[config.mk]
export PLATFORM = sky130hd
export DESIGN_NAME = compact_field_header_decoder
export DESIGN_NICKNAME = d
export VERILOG_FILES = /design/src/hw/rtl/cfhd_pkg.sv /design/src/hw/rtl/compact_field_header_decoder.sv /design/src/hw/rtl/cfhd_core.sv
export SDC_FILE = /design/constraint.sdc
export NUM_CORES = 1
export LEC_CHECK = 0
export BUFFER_PORTS_ARGS = -buffer_cell sky130_fd_sc_hd__buf_2
export CORE_MARGIN = 10
export CORE_UTILIZATION = 54
export DETAILED_ROUTE_END_ITERATION = 10
export PLACE_DENSITY = 0.86
export SYNTH_ARGS = -nofsm -noshare
export SYNTH_HDL_FRONTEND = slang
export SYNTH_SLANG_ARGS = --single-unit
[constraint.sdc]
create_clock -name clk -period 2.5 [get_ports clk]
set_input_delay 0.125 -clock clk [delete_from_list [all_inputs] [get_ports clk]]
set_output_delay 0.125 -clock clk [all_outputs]
set_load 0.02 [all_outputs]
[src/hw/rtl/cfhd_pkg.sv]
package cfhd_pkg;

  localparam int unsigned CountW = 4;
  localparam int unsigned AccW   = 17;

  typedef enum logic [1:0] {
    ERR_NONE  = 2'd0,
    ERR_RANGE = 2'd1,
    ERR_LONG  = 2'd2
  } err_t;

  typedef struct packed {
    logic [7:0] byte_value;
    logic       struct_start;
  } in_t;

  typedef struct packed {
    logic signed [15:0] header_id;
    logic [3:0]         header_type;
    logic               is_stop;
    err_t               error_code;
  } out_t;

  // The accumulator keeps the low 17 payload bits, of which only the low 16 can
  // form a legal id; anything higher is folded into a sticky overflow flag.
  typedef struct packed {
    logic [15:0]       prev_id;
    logic              in_varint;
    logic [3:0]        pending_type;
    logic [AccW-1:0]   acc;
    logic              ovf;
    logic [CountW-1:0] count;
  } state_t;

endpackage

[src/hw/rtl/compact_field_header_decoder.sv]
// Field header decoder for the compact struct encoding. Takes one stream
// byte per cycle while the result side keeps up. An input register and a
// result register sit either side of the decode logic; a header result is
// held in the result register until accepted. A result held by a stalled
// receiver also holds the input register, so the input stalls once both
// registers are full. Bytes that only open or continue a varint id give no
// result, but an over-long varint gives ERR_LONG. Assert struct_start on
// the first byte of a struct to restart delta ids from zero.
module compact_field_header_decoder #(
  parameter int unsigned MAX_VARINT_BYTES = 10
) (
  input  logic           clk,
  input  logic           rst_n,
  input  logic           in_valid,
  output logic           in_ready,
  input  cfhd_pkg::in_t  in_data,
  output logic           out_valid,
  input  logic           out_ready,
  output cfhd_pkg::out_t out_data
);

  logic             s1_valid_r;
  cfhd_pkg::in_t    s1_data_r;
  cfhd_pkg::state_t st_r;
  cfhd_pkg::state_t st_nxt;
  logic             res_valid;
  cfhd_pkg::out_t   res;
  logic             out_valid_r;
  cfhd_pkg::out_t   out_data_r;
  logic             s1_adv;

  assign s1_adv   = s1_valid_r && (!out_valid_r || out_ready);
  assign in_ready = !s1_valid_r || s1_adv;

  cfhd_core #(
    .MAX_VARINT_BYTES(MAX_VARINT_BYTES)
  ) u_core (
    .st       (st_r),
    .din      (s1_data_r),
    .st_nxt   (st_nxt),
    .res_valid(res_valid),
    .res      (res)
  );

  always_ff @(posedge clk) begin
    if (!rst_n) begin
      s1_valid_r  <= 1'b0;
      out_valid_r <= 1'b0;
      st_r        <= '0;
    end else begin
      if (in_ready) begin
        s1_valid_r <= in_valid;
      end
      if (s1_adv) begin
        st_r        <= st_nxt;
        out_valid_r <= res_valid;
      end else if (out_ready) begin
        out_valid_r <= 1'b0;
      end
    end
  end

  always_ff @(posedge clk) begin
    if (in_valid && in_ready) begin
      s1_data_r <= in_data;
    end
    if (s1_adv && res_valid) begin
      out_data_r <= res;
    end
  end

  assign out_valid = out_valid_r;
  assign out_data  = out_data_r;

endmodule

[src/hw/rtl/cfhd_core.sv]
module cfhd_core #(
  parameter int unsigned MAX_VARINT_BYTES = 10
) (
  input  cfhd_pkg::state_t st,
  input  cfhd_pkg::in_t    din,
  output cfhd_pkg::state_t st_nxt,
  output logic             res_valid,
  output cfhd_pkg::out_t   res
);

  localparam logic [cfhd_pkg::CountW-1:0] MaxBytes = cfhd_pkg::CountW'(MAX_VARINT_BYTES);

  logic [15:0]                 prev;
  logic [3:0]                  delta;
  logic [6:0]                  pay;
  logic [cfhd_pkg::AccW-1:0]   acc_new;
  logic                        ovf_new;
  logic [cfhd_pkg::CountW-1:0] cnt_inc;
  logic [15:0]                 mag;

  always_comb begin
    prev    = din.struct_start ? 16'd0 : st.prev_id;
    delta   = din.byte_value[7:4];
    pay     = din.byte_value[6:0];
    acc_new = st.acc;
    ovf_new = st.ovf;
    cnt_inc = st.count + 1'b1;

    // place this byte's seven payload bits at 7 * count; bits past 16 go to the overflow flag
    case (st.count)
      4'd0: acc_new[6:0]   = pay;
      4'd1: acc_new[13:7]  = pay;
      4'd2: begin
        acc_new[16:14] = pay[2:0];
        ovf_new        = st.ovf | (pay[6:3] != 4'd0);
      end
      4'd3, 4'd4, 4'd5, 4'd6, 4'd7, 4'd8: ovf_new = st.ovf | (pay != 7'd0);
      4'd9: ovf_new = st.ovf | pay[0];   // only bit 63 still fits
      default: ;
    endcase

    mag = acc_new[16:1];

    st_nxt           = st;
    st_nxt.prev_id   = prev;
    res_valid        = 1'b0;
    res.header_id    = '0;
    res.header_type  = '0;
    res.is_stop      = 1'b0;
    res.error_code   = cfhd_pkg::ERR_NONE;

    if (!st.in_varint) begin
      if (din.byte_value == 8'd0) begin
        res_valid   = 1'b1;
        res.is_stop = 1'b1;
      end else if (delta != 4'd0) begin
        st_nxt.prev_id  = prev + {12'd0, delta};
        res_valid       = 1'b1;
        res.header_id   = prev + {12'd0, delta};
        res.header_type = din.byte_value[3:0];
      end else begin
        st_nxt.in_varint    = 1'b1;
        st_nxt.pending_type = din.byte_value[3:0];
        st_nxt.acc          = '0;
        st_nxt.ovf          = 1'b0;
        st_nxt.count        = '0;
      end
    end else begin
      st_nxt.acc   = acc_new;
      st_nxt.ovf   = ovf_new;
      st_nxt.count = cnt_inc;
      if (din.byte_value[7]) begin
        if (cnt_inc >= MaxBytes) begin
          res_valid       = 1'b1;
          res.header_type = st.pending_type;
          res.error_code  = cfhd_pkg::ERR_LONG;
        end
      end else begin
        res_valid       = 1'b1;
        res.header_type = st.pending_type;
        if (ovf_new || acc_new[16]) begin
          res.error_code = cfhd_pkg::ERR_RANGE;
        end else begin
          res.header_id  = acc_new[0] ? ~mag : mag;
          st_nxt.prev_id = acc_new[0] ? ~mag : mag;
        end
      end
      if (res_valid) begin
        st_nxt.in_varint = 1'b0;
        st_nxt.acc       = '0;
        st_nxt.ovf       = 1'b0;
        st_nxt.count     = '0;
      end
    end
  end

endmodule

==> summary.txt <==
Outcome
  – Status: complete, no violations

Global routing
  – Initial antenna violation count: 0
  – Gr usage total: 18.7%
  – Global route overflow: 0
  – Vias in the first global route: 3561
  – First-pass GRT wire length: 17500 um
  – Largest net degree at the start of global routing: 36

Yosys
  – Syn_nets: 435
  – Ys Warns: 0
  – Number of flops mapped to enable cells by yosys: 32
  – Synthesized area: 0.00418 mm^2
  – Syn Area/Cell: 10.1 um^2
  – Flops & latches, synth: 77
  – Sequential-to-total area share from yosys stat: 44.5%
  – Post-synth ARST share: 0%
  – Distinct cells, synth: 60
  – Gate count after technology mapping: 413
  – Post-synth top flop: dfxtp_1

CTS
  – Clk pin slew, worst setup/hold paths: 0.08 ns
  – Total CTS buffers: 9
  – Clock Latency Late Sink: 0.36 ns
  – CTS tree: yes
  – Clk buf depth: 2
  – Root buf cell: clkbuf_8
  – CTS H-Tree Depth: 3
  – Clock Sinks: 77

Worst setup path
  – Crit-path max FO: 11
  – Worst Setup End Kind: flip-flop
  – Data required, critical path: 2.75 ns
  – Crit start category: flip-flop
  – CP arrival: 2.66 ns
  – Crit path kind: reg -> reg

Die
  – I/O Pins: 38
  – Initial Utilization: 54.7%
  – Die ar.: 0.0117 mm^2
  – Core region area: 0.00765 mm^2
  – Die width: 108 um
  – # rows: 32
  – Die Y-Extent: 108 um

Routing
  – Final ANT Viol Nets: 0
  – Initial DRC Count: 301
  – Vias per cell: 6.01
  – Vias: 3561
  – DR WL/cell: 18.4 um
  – Drt total wl: 10900 um
  – # DRC: 0
  – TritonRoute pass-1 iters: 5

Job
  – Max Cap Viol: 0

Timing
  – Unrepaired setup endpoints after global routing: yes
  – Slew @ Worst Pin: 0.565 ns
  – Fin Clk Skew: 0.0130 ns
  – Crit path time final: 2.41 ns
  – Max-slew violations: 0
  – Finish-stage setup viols: 0
  – Slack of the critical path: 0.0864 ns
  – Final hold vios: 0
  – Slew HR: 62.3%
  – Final period util: 96.5%
  – Fmax: 414 MHz

Placement
  – I/O Buffers: 37
  – Placement Setup Slack: 0.0106 ns
  – Placer Congestion: 0.904
  – Post-DP HPWL: 7990 um
  – Placed Area: 0.00466 mm^2

Pwr
  – Total power: 2.68 mW
  – Worst IR Drop VDD: 0.292 mV
  – Leakage Power: 1.84 nW
  – Power Density: 528 mW/mm^2

Cells and area
  – Post-route cell area: 0.00507 mm^2
  – Inserted Diodes: 0
  – Share of cells above drive strength 1: 24.0%
  – Most frequent cells in the layout: 44 x dfxtp_1, 37 x buf_2, 34 x buf_4, 32 x edfxtp_1, 31 x nor2b_1
  – Area growth, synth to finish: 21.4%
  – Fill count: 605
  – FF+latch area: 0.00186 mm^2
  – Footprint of the multi-input gates: 0.00228 mm^2
  – Util after Layout: 66.4%
  – Nets: 508
  – Most common cell after layout, fill and taps aside: dfxtp_1

Hold path
  – Hold crit path type: in -> reg
## path summary, 6_finish.rpt
kind,cells past startpoint,to,slack [ns],startpoint
max reg2reg,8,st_r[33],0.09,st_r[1]
min,3,s1_valid_r,0.01,in_valid
max,8,st_r[33],0.09,st_r[1]
min reg2reg,1,st_r[40],0.49,st_r[40]
## stage by stage
step / setup TNS, ns / hold WS [ns] / cells
CTS: 0 / 0.00962 / 590
detailed placement: 0 / 0.303 / 565
global placement: 0 / 0.303 / 565
floorplan: -0.0205 / 0.224 / 413
finish: 0 / 0.0139 / 593
global route: -0.112 / 0.0493 / 593
## sequential cells by signal, summed over array words and instances, names as in the netlist
register    cells
s1_data_r       9
out_valid       1
out_data       23
st_r           43
s1_valid_r      1
## where the power goes
part	switching (mW)	internal, mW
clock network	0.476	0.469
registers	0.0312	1.35
logic	0.207	0.143
## cells in the mapped netlist, types with 9 or more instances
library cell   n  share of area, %
dfxtp_1       45                22
edfxtp_1      32                23
nor2b_1       32               4.8
nor2_1        23               2.1
xnor2_1       23               4.8
mux2i_1       22               5.3
nand2_1       20               1.8
o21ai_0       20               2.4
nor3_1        19               2.3
a22oi_1       15               2.7
a221o_1       12               2.9
nand2b_1      11               1.6
a21oi_1       10               1.2
clkbuf_1       9              0.81
inv_1          9              0.81
## routing by layer
layer | wire length (um) | share of wire [%] | GRT usage, %
met3 | 758 | 7.0 | 3.75
met5 | 0 | 0 | 0
met1 | 4540 | 42 | 22.7
met2 | 5220 | 48 | 30.4
met4 | 385 | 3.5 | 10.2
## final cells by class
class,count,share of cell area [%]
multi-input cells,307,45.0
flip-flops and latches,77,36.7
repair buffers,82,11.2
clock buffers,10,2.51
well taps,102,2.51
clock inverters,6,1.38
inverters,9,0.666
## what timing repair did
| item | in CTS | in global routing |
|---|---|---|
| hold buffers | 9 | 0 |
| setup buffers | 0 | 3 |
| setup endpoints to repair | 2 | 36 |
| hold endpoints to repair | 9 | 0 |
| pin swaps | 0 | 3 |
| resized for setup | 1 | 23 |
## logic make-up (layout without fill, tap and decap cells)
kind of cell,Yosys count,in the layout,share of synthesized area [%]
compound gates,100,100,17.6
xor+xnor,31,31,6.49
fa+ha+maj,9,9,2.87
buf+inv,29,107,3.29
flops,77,77,44.5
mux,24,24,6.07
simple gates,143,143,19.2
## critical path: stages (launching register included)
cell      delay, ns
dfxtp_1        0.37
inv_1          0.11
ha_2           0.24
nor2_1         0.08
a221o_1        0.36
a221oi_4       0.44
o21ai_2        0.12
and2_4         0.22
a221o_1        0.36
Note: power is estimated with default switching activity, not from simulation.
